[config.mk]
export PLATFORM = sky130hd
export DESIGN_NAME = tile_atlas_blit_address_gen
export DESIGN_NICKNAME = d
export VERILOG_FILES = /design/src/sv/tabg_pkg.sv /design/src/sv/tile_atlas_blit_address_gen.sv /design/src/sv/tabg_divider.sv
export SDC_FILE = /design/constraint.sdc
export NUM_CORES = 2
export LEC_CHECK = 0
export BUFFER_PORTS_ARGS = -buffer_cell sky130_fd_sc_hd__buf_2
export CAP_MARGIN = 0
export CORE_UTILIZATION = 63
export CTS_BUF_LIST = sky130_fd_sc_hd__clkbuf_4
export CTS_CLUSTER_SIZE = 8
export DETAILED_ROUTE_END_ITERATION = 16
export PLACE_DENSITY_LB_ADDON = 0.3
export SYNTH_ARGS = -nofsm -noshare
export SYNTH_HDL_FRONTEND = slang
export SYNTH_SLANG_ARGS = --single-unit
[constraint.sdc]
create_clock -name aclk -period 14 [get_ports aclk]
set_clock_uncertainty 0.2 [all_clocks]
set_input_delay 2.8 -clock aclk [delete_from_list [all_inputs] [get_ports aclk]]
set_output_delay 2.8 -clock aclk [all_outputs]
set_load 0.03 [all_outputs]
[src/sv/tabg_pkg.sv]
`default_nettype none

package tabg_pkg;

    // Field widths
    localparam int IDX_W  = 15;   // magnitude of a non-negative tile index
    localparam int ACOL_W = 13;   // atlas column count

    // Result status codes
    localparam logic [1:0] STATUS_DRAW  = 2'd0;
    localparam logic [1:0] STATUS_EMPTY = 2'd1;
    localparam logic [1:0] STATUS_RANGE = 2'd2;

    // Register indexes on the config port
    localparam logic [3:0] REG_TILE_WIDTH    = 4'd0;
    localparam logic [3:0] REG_TILE_HEIGHT   = 4'd1;
    localparam logic [3:0] REG_ATLAS_MARGIN  = 4'd2;
    localparam logic [3:0] REG_ATLAS_SPACING = 4'd3;
    localparam logic [3:0] REG_ATLAS_COLUMNS = 4'd4;
    localparam logic [3:0] REG_TILE_TOTAL    = 4'd5;
    localparam logic [3:0] REG_MAP_COLUMNS   = 4'd6;
    localparam logic [3:0] REG_DRAW_SCALE    = 4'd7;

    // Divider result bundle
    typedef struct packed {
        logic              done;   // one-cycle pulse, quot/rem valid from here on
        logic [IDX_W-1:0]  quot;
        logic [ACOL_W-1:0] rem;
    } div_res_t;

endpackage

`default_nettype wire

[src/sv/tile_atlas_blit_address_gen.sv]
`default_nettype none

// Channel    | Dir | Handshake          | Contents
// s_ (entry) | in  | s_tvalid/s_tready  | tile index, map origin, restart flag
// m_ (blit)  | out | m_tvalid/m_tready  | status, atlas source and screen rectangle
// cfg_       | in  | cfg_wr_en          | register index and write data
//
// Drawn entry: the divider produces 15 quotient bits, then the done handoff,
// 6 multiplier steps and the output load follow in that order.
// Empty or out-of-range entry: skips divider and multiplier, straight to the load.
// One entry in flight; the next request is taken while the last result waits.
// aresetn is synchronous: config returns to defaults, map position to 0,0.
// A stalled output holds its result; the block waits in its final state.
module tile_atlas_blit_address_gen (
    input  wire logic         aclk,
    input  wire logic         aresetn,
    // entry request
    input  wire logic         s_tvalid,
    output      logic         s_tready,
    input  wire logic [47:0]  s_tdata,   // tile_num, origin_x, origin_y
    input  wire logic         s_tuser,   // first_of_map
    // blit result
    output      logic         m_tvalid,
    input  wire logic         m_tready,
    output      logic [167:0] m_tdata,   // src_x, src_y, src_w, src_h, dst_left,
                                         // dst_top, dst_w, dst_h, zero pad
    output      logic [1:0]   m_tuser,   // status
    // config write
    input  wire logic         cfg_wr_en,
    input  wire logic [3:0]   cfg_index,
    input  wire logic [15:0]  cfg_wdata
);

    localparam logic [1:0] ST_IDLE = 2'd0;
    localparam logic [1:0] ST_DIV  = 2'd1;
    localparam logic [1:0] ST_MUL  = 2'd2;
    localparam logic [1:0] ST_DONE = 2'd3;

    localparam logic [2:0] MUL_DW   = 3'd0;
    localparam logic [2:0] MUL_DH   = 3'd1;
    localparam logic [2:0] MUL_SX   = 3'd2;
    localparam logic [2:0] MUL_SY   = 3'd3;
    localparam logic [2:0] MUL_DL   = 3'd4;
    localparam logic [2:0] MUL_LAST = 3'd5;

    // Config registers
    logic [10:0] tile_width_reg, tile_height_reg, atlas_margin_reg, atlas_spacing_reg;
    logic [12:0] atlas_columns_reg, map_columns_reg;
    logic [15:0] tile_total_reg;
    logic [4:0]  draw_scale_reg;

    // Control
    logic [1:0]  state_reg;
    logic [2:0]  step_reg;
    logic [11:0] map_col_reg, map_row_reg;
    logic        m_tvalid_reg;

    // Captured entry
    logic [1:0]  status_reg;
    logic [15:0] ox_reg, oy_reg;
    logic [11:0] pos_col_reg, pos_row_reg;

    // Products
    logic [15:0] dw_reg, dh_reg;
    logic [23:0] px_reg, py_reg;
    logic [27:0] pl_reg, pt_reg;

    // Output payload
    logic [167:0] m_tdata_reg;
    logic [1:0]   m_tuser_reg;

    logic        accept;
    logic        restart;
    logic [11:0] cur_col, cur_row;
    logic [12:0] col_inc;
    logic        col_wrap;
    logic [1:0]  status_in;
    logic [tabg_pkg::ACOL_W-1:0] acols;
    logic        out_free;

    logic [14:0] mul_a;
    logic [15:0] mul_b;
    logic [30:0] mul_p;

    tabg_pkg::div_res_t div_res;

    assign accept   = s_tvalid && s_tready;
    assign s_tready = (state_reg == ST_IDLE);
    assign out_free = !m_tvalid_reg || m_tready;

    // Config writes
    always_ff @(posedge aclk) begin
        if (!aresetn) begin
            tile_width_reg    <= 11'd16;
            tile_height_reg   <= 11'd16;
            atlas_margin_reg  <= 11'd0;
            atlas_spacing_reg <= 11'd0;
            atlas_columns_reg <= 13'd1;
            tile_total_reg    <= 16'd1;
            map_columns_reg   <= 13'd1;
            draw_scale_reg    <= 5'd1;
        end else if (cfg_wr_en) begin
            case (cfg_index)
                tabg_pkg::REG_TILE_WIDTH:    tile_width_reg    <= cfg_wdata[10:0];
                tabg_pkg::REG_TILE_HEIGHT:   tile_height_reg   <= cfg_wdata[10:0];
                tabg_pkg::REG_ATLAS_MARGIN:  atlas_margin_reg  <= cfg_wdata[10:0];
                tabg_pkg::REG_ATLAS_SPACING: atlas_spacing_reg <= cfg_wdata[10:0];
                tabg_pkg::REG_ATLAS_COLUMNS: atlas_columns_reg <= cfg_wdata[12:0];
                tabg_pkg::REG_TILE_TOTAL:    tile_total_reg    <= cfg_wdata;
                tabg_pkg::REG_MAP_COLUMNS:   map_columns_reg   <= cfg_wdata[12:0];
                tabg_pkg::REG_DRAW_SCALE:    draw_scale_reg    <= cfg_wdata[4:0];
                default: ;
            endcase
        end
    end

    // Map position of the incoming entry and its advance
    assign restart = s_tuser;
    assign cur_col = restart ? 12'd0 : map_col_reg;
    assign cur_row = restart ? 12'd0 : map_row_reg;
    assign col_inc = {1'b0, cur_col} + 13'd1;

    always_comb begin
        if (map_columns_reg == 13'd0) begin
            col_wrap = 1'b1;
        end else if (map_columns_reg > 13'd4096) begin
            col_wrap = col_inc[12];
        end else begin
            col_wrap = (col_inc >= map_columns_reg);
        end
    end

    // Classify the entry
    always_comb begin
        if (s_tdata[15]) begin
            status_in = tabg_pkg::STATUS_EMPTY;
        end else if ({1'b0, s_tdata[14:0]} >= tile_total_reg) begin
            status_in = tabg_pkg::STATUS_RANGE;
        end else begin
            status_in = tabg_pkg::STATUS_DRAW;
        end
    end

    assign acols = (atlas_columns_reg == 13'd0) ? 13'd1 : atlas_columns_reg;

    tabg_divider u_div (
        .aclk     (aclk),
        .aresetn  (aresetn),
        .start    (accept && (status_in == tabg_pkg::STATUS_DRAW)),
        .dividend (s_tdata[14:0]),
        .divisor  (acols),
        .res      (div_res)
    );

    // Shared multiplier operand select
    always_comb begin
        case (step_reg)
            MUL_DW: begin
                mul_a = 15'(tile_width_reg);
                mul_b = 16'(draw_scale_reg);
            end
            MUL_DH: begin
                mul_a = 15'(tile_height_reg);
                mul_b = 16'(draw_scale_reg);
            end
            MUL_SX: begin
                mul_a = 15'(div_res.rem);
                mul_b = 16'({1'b0, tile_width_reg} + {1'b0, atlas_spacing_reg});
            end
            MUL_SY: begin
                mul_a = div_res.quot;
                mul_b = 16'({1'b0, tile_height_reg} + {1'b0, atlas_spacing_reg});
            end
            MUL_DL: begin
                mul_a = 15'(pos_col_reg);
                mul_b = dw_reg;
            end
            default: begin
                mul_a = 15'(pos_row_reg);
                mul_b = dh_reg;
            end
        endcase
    end

    assign mul_p = 31'(mul_a) * 31'(mul_b);

    // Sequencer and map state
    always_ff @(posedge aclk) begin
        if (!aresetn) begin
            state_reg    <= ST_IDLE;
            step_reg     <= '0;
            map_col_reg  <= '0;
            map_row_reg  <= '0;
            m_tvalid_reg <= 1'b0;
        end else begin
            if (state_reg == ST_DONE && out_free) begin
                m_tvalid_reg <= 1'b1;
            end else if (m_tready) begin
                m_tvalid_reg <= 1'b0;
            end
            case (state_reg)
                ST_IDLE: begin
                    if (accept) begin
                        map_col_reg <= col_wrap ? 12'd0 : col_inc[11:0];
                        map_row_reg <= col_wrap ? cur_row + 12'd1 : cur_row;
                        state_reg   <= (status_in == tabg_pkg::STATUS_DRAW) ? ST_DIV
                                                                           : ST_DONE;
                    end
                end
                ST_DIV: begin
                    if (div_res.done) begin
                        state_reg <= ST_MUL;
                        step_reg  <= MUL_DW;
                    end
                end
                ST_MUL: begin
                    step_reg <= step_reg + 3'd1;
                    if (step_reg == MUL_LAST) begin
                        state_reg <= ST_DONE;
                    end
                end
                ST_DONE: begin
                    if (out_free) begin
                        state_reg <= ST_IDLE;
                    end
                end
                default: state_reg <= ST_IDLE;
            endcase
        end
    end

    // Entry capture
    always_ff @(posedge aclk) begin
        if (accept) begin
            status_reg  <= status_in;
            ox_reg      <= s_tdata[31:16];
            oy_reg      <= s_tdata[47:32];
            pos_col_reg <= cur_col;
            pos_row_reg <= cur_row;
        end
    end

    // Product registers
    always_ff @(posedge aclk) begin
        if (state_reg == ST_MUL) begin
            case (step_reg)
                MUL_DW:  dw_reg <= mul_p[15:0];
                MUL_DH:  dh_reg <= mul_p[15:0];
                MUL_SX:  px_reg <= mul_p[23:0];
                MUL_SY:  py_reg <= mul_p[23:0];
                MUL_DL:  pl_reg <= mul_p[27:0];
                default: pt_reg <= mul_p[27:0];
            endcase
        end
    end

    // Output register
    always_ff @(posedge aclk) begin
        if (state_reg == ST_DONE && out_free) begin
            m_tuser_reg <= status_reg;
            if (status_reg == tabg_pkg::STATUS_DRAW) begin
                m_tdata_reg <= {
                    4'd0,
                    dh_reg[14:0],
                    dw_reg[14:0],
                    {{16{oy_reg[15]}}, oy_reg} + {4'd0, pt_reg},
                    {{16{ox_reg[15]}}, ox_reg} + {4'd0, pl_reg},
                    tile_height_reg,
                    tile_width_reg,
                    24'(atlas_margin_reg) + py_reg,
                    24'(atlas_margin_reg) + px_reg
                };
            end else begin
                m_tdata_reg <= '0;
            end
        end
    end

    assign m_tvalid = m_tvalid_reg;
    assign m_tdata  = m_tdata_reg;
    assign m_tuser  = m_tuser_reg;

    // Checks
    a_div_done_in_div: assert property (@(posedge aclk) disable iff (!aresetn)
        div_res.done |-> (state_reg == ST_DIV))
        else $error("divider finished outside the divide phase");

    a_mul_only_draw: assert property (@(posedge aclk) disable iff (!aresetn)
        (state_reg == ST_MUL) |-> (status_reg == tabg_pkg::STATUS_DRAW))
        else $error("multiply phase entered for a skipped entry");

    a_load_from_done: assert property (@(posedge aclk) disable iff (!aresetn)
        $rose(m_tvalid_reg) |-> ($past(state_reg) == ST_DONE))
        else $error("result presented without finishing an entry");

    a_skip_zero_data: assert property (@(posedge aclk) disable iff (!aresetn)
        (m_tvalid_reg && (m_tuser_reg != tabg_pkg::STATUS_DRAW)) |-> (m_tdata_reg == '0))
        else $error("skipped entry carries nonzero rectangle data");

endmodule

`default_nettype wire

[src/sv/tabg_divider.sv]
`default_nettype none

// Restoring divider, one quotient bit per cycle.
module tabg_divider (
    input  wire logic                           aclk,
    input  wire logic                           aresetn,
    input  wire logic                           start,
    input  wire logic [tabg_pkg::IDX_W-1:0]     dividend,
    input  wire logic [tabg_pkg::ACOL_W-1:0]    divisor,   // nonzero
    output tabg_pkg::div_res_t                  res
);

    localparam int            CNT_W    = $clog2(tabg_pkg::IDX_W);
    localparam logic [CNT_W-1:0] CNT_LAST = CNT_W'(tabg_pkg::IDX_W - 1);

    logic                          busy_reg;
    logic                          done_reg;
    logic [CNT_W-1:0]              cnt_reg;
    logic [tabg_pkg::ACOL_W-1:0]   rem_reg;
    logic [tabg_pkg::IDX_W-1:0]    quot_reg;
    logic [tabg_pkg::ACOL_W-1:0]   dvsr_reg;

    logic [tabg_pkg::ACOL_W:0]     trial;
    logic                          fits;

    // Shift in the next dividend bit and try the subtract
    assign trial = {rem_reg, quot_reg[tabg_pkg::IDX_W-1]};
    assign fits  = (trial >= {1'b0, dvsr_reg});

    always_ff @(posedge aclk) begin
        if (!aresetn) begin
            busy_reg <= 1'b0;
            done_reg <= 1'b0;
            cnt_reg  <= '0;
        end else begin
            done_reg <= !start && busy_reg && (cnt_reg == CNT_LAST);
            if (start) begin
                busy_reg <= 1'b1;
                cnt_reg  <= '0;
            end else if (busy_reg) begin
                cnt_reg <= cnt_reg + 1'b1;
                if (cnt_reg == CNT_LAST) begin
                    busy_reg <= 1'b0;
                end
            end
        end
    end

    // Datapath
    always_ff @(posedge aclk) begin
        if (start) begin
            rem_reg  <= '0;
            quot_reg <= dividend;
            dvsr_reg <= divisor;
        end else if (busy_reg) begin
            rem_reg  <= fits ? tabg_pkg::ACOL_W'(trial - {1'b0, dvsr_reg})
                             : trial[tabg_pkg::ACOL_W-1:0];
            quot_reg <= {quot_reg[tabg_pkg::IDX_W-2:0], fits};
        end
    end

    assign res.done = done_reg;
    assign res.quot = quot_reg;
    assign res.rem  = rem_reg;

    // Checks
    a_done_after_busy: assert property (@(posedge aclk) disable iff (!aresetn)
        done_reg |-> $past(busy_reg))
        else $error("divider done without a running division");

    a_rem_below_divisor: assert property (@(posedge aclk) disable iff (!aresetn)
        done_reg |-> (rem_reg < dvsr_reg))
        else $error("divider remainder not below divisor");

endmodule

`default_nettype wire
==> impl_metrics.csv <==
group,metric,value,unit
finish,drive_gt1_share,15.58,%
worst_setup_path,path_depth,35,
finish,utilization,70.74,%
placement,place_ws,3.748,ns
clocking,postCtsSetupRepairBufs,0,
clocking,numCtsBuffers,135,
die,rows,83,
timing,fmax,95.53,MHz
finish,syn2layout_area_growth,10.94,%
placement,place.gp.congestion,0.9775,
synth,syn_inst,3156,
synth,postSynthAreaPerCell,10.39,sq um
die,start_util,63.77,%
clocking,cts_root_buffer,"clkbuf_4",
timing,tns,0,ns
worst_setup_path,crit_fanout,35,
die,coreArea,51410,sq um
worst_setup_path,ff2ff_setup_slack,3.53,ns
synth,ys.flop_type,"edfxtp_1",
timing,rsz0062_at_grt,"no",
drt,firstDrtPassIters,8,
finish,nets,3922,
finish,largest_reg_flops,160,
worst_setup_path,cp_num_buf_inv,6,
worst_setup_path,slowest_delay,0.80,ns
die,die_area,52950,sq um
timing,fin_crit,10.47,ns
grt,grt_pass1_wl,142.5,mm
clocking,cts_sinks,524,
synth,ys_ff_latch,524,
timing,finalCritPeriodShare,74.77,%
worst_setup_path,worstRegToRegCells,35,
timing,finalSetupViolCount,0,
synth,synth_enable_flop_cells,384,
finish,layout_common_cells,"edfxtp_1 (384), nor2_1 (351), nand2_1 (314)",
power_and_ir_drop,power,0.005405,W
worst_setup_path,end_kind,"flip-flop",
synth,ys_warn_count,0,
die,ios,246,
drt,drc,0,
worst_setup_path,slowest_stage,"a221oi_1",
grt,grt_overflow_total,0,
grt,grt_antenna_before_repair,4,
worst_setup_path,critPathRequiredTime,14.52,ns
placement,portBuffers,241,
worst_setup_path,path_common_cell,"fa_1",
grt,grt_usage,35.67,%
synth,synth_area,32780,sq um
clocking,cts_buffer_depth,3,
timing,drv_slew,0,
power_and_ir_drop,p_per_area,148.6,nW/um^2
worst_setup_path,worst_setup_path_start_kind,"flip-flop",
finish,stdcell_area,36360,sq um
run,cap_viol_max_count,0,
placement,dp.final_hpwl,71.08,mm
drt,detail-route-antenna-nets,0,
synth,async_reset_ff_share,0,%
power_and_ir_drop,irDropWorstVdd,0.0001249,V
clocking,htree_levels,4,
drt,vias_per_cell,5.996,
worst_hold_path,min_path_type,"reg -> reg",
synth,synth.distinct_cells,82,
grt,grt_max_degree,85,
worst_hold_path,hold_depth,2,
timing,hold_viol_final,0,
clocking,worstSkewPairLatency,0.99,ns
die,die_h,230.1,um
power_and_ir_drop,p_leak,15.54,nW
clocking,clkTransAtPathRegs,0.06,ns
clocking,cts_tree,"yes",
drt,vias,25340,
outcome,status,"finished clean",
drt,wirelength,92.96,mm
worst_setup_path,path_delay_family,"adder cells",
synth,synth-seq-area-share,43.73,%
clocking,postCtsHoldBufs,0,
finish,final_common_cell,"edfxtp_1",
grt,grt_pass1_vias,25150,
worst_setup_path,crit_type,"reg -> reg",
timing,slew_headroom,15.00,%
timing,setup_ws,3.532,ns
worst_setup_path,arrival,10.99,ns
placement,placed_area,34580,sq um
timing,tightest_slew,1.266,ns
die,fp.dieW,230.1,um
drt,drt_iter0_drc,2699,
drt,wl_per_cell,22.00,um
clocking,cts_resized,0,
-- cell type report --
type                            instances  area, sq um
Multi-Input combinational cell       2200        16790
Timing Repair Buffer                  275         1461
Clock inverter                         45        317.8
Clock buffer                          194         1456
Tap cell                              680        850.8
Sequential cell                       524        14330
Inverter                              305         1145
Antenna cell                            3        7.507
Fill cell                            3873        15040
-- report_power, final --
part	internal (W)	switching (W)
logic	0.000594	0.00135
registers	0.00197	0.000123
clock network	0.000716	0.000646
total	0.00328	0.00212
-- cells by family after synthesis --
family                   Yosys count  share of synthesized area (%)
AO/OA/AOI/OAI                    483                          9.539
XOR/XNOR                         134                          3.580
adder cells (fa/ha/maj)          407                          19.75
buffers and inverters            435                          5.195
flip-flops                       524                          43.73
multiplexers                      93                          2.935
other                              1                        0.01144
AND/OR/NAND/NOR                 1079                          15.26
-- Yosys cell counts, types with 22 or more instances --
| master | count | area, sq um |
|---|---|---|
| and2_1 | 89 | 556.8 |
| ha_1 | 223 | 2790 |
| edfxtp_1 | 384 | 11530 |
| mux2i_1 | 68 | 680.7 |
| nor2_1 | 352 | 1321 |
| dfxtp_1 | 140 | 2803 |
| nor2b_1 | 52 | 325.3 |
| clkbuf_1 | 89 | 334.1 |
| o211ai_1 | 22 | 165.2 |
| and3_1 | 33 | 206.5 |
| inv_1 | 304 | 1141 |
| o21a_1 | 25 | 187.7 |
| xor2_1 | 56 | 490.5 |
| nand3_1 | 58 | 290.3 |
| xnor2_1 | 78 | 683.2 |
| nand2_1 | 314 | 1179 |
| nor3_1 | 62 | 310.3 |
| a211oi_1 | 30 | 225.2 |
| mux2_2 | 25 | 281.5 |
| fa_1 | 184 | 3684 |
| a21oi_1 | 172 | 860.8 |
| a21o_1 | 27 | 202.7 |
| nand2b_1 | 33 | 206.5 |
| o21ai_0 | 72 | 360.4 |
-- worst register-to-register path: cells and delay by family (launching register included) --
kind / cells / cell delay [ns]
multiplexers: 1 / 0.32
buffers and inverters: 6 / 0.59
adder cells (fa/ha/maj): 10 / 4.36
XOR/XNOR: 1 / 0.15
AO/OA/AOI/OAI: 13 / 3.28
flip-flops: 1 / 0.71
AND/OR/NAND/NOR: 4 / 0.62
-- metrics by stage --
step | instances | hold WS (ns)
2_1_floorplan | 3159 | 0.2274
3_3_place_gp | 3984 | 0.2362
3_5_place_dp | 3984 | 0.2399
4_1_cts | 4223 | 0.2486
5_1_grt | 4226 | 0.2776
6_report | 4226 | 0.2478
-- final timing paths --
check / from / to
max reg2reg: step_reg[2] / pt_reg[25]
min: map_col_reg[10] / map_col_reg[10]
min reg2reg: map_col_reg[10] / map_col_reg[10]
max: step_reg[2] / pt_reg[25]
-- per-layer routing --
layer	wire length, um	track usage, %
met5	26	0
met4	4059	17.24
met3	7884	7.106
met2	43470	57.00
met1	37520	46.69
No activity file was read; power rests on OpenSTA's default activity.
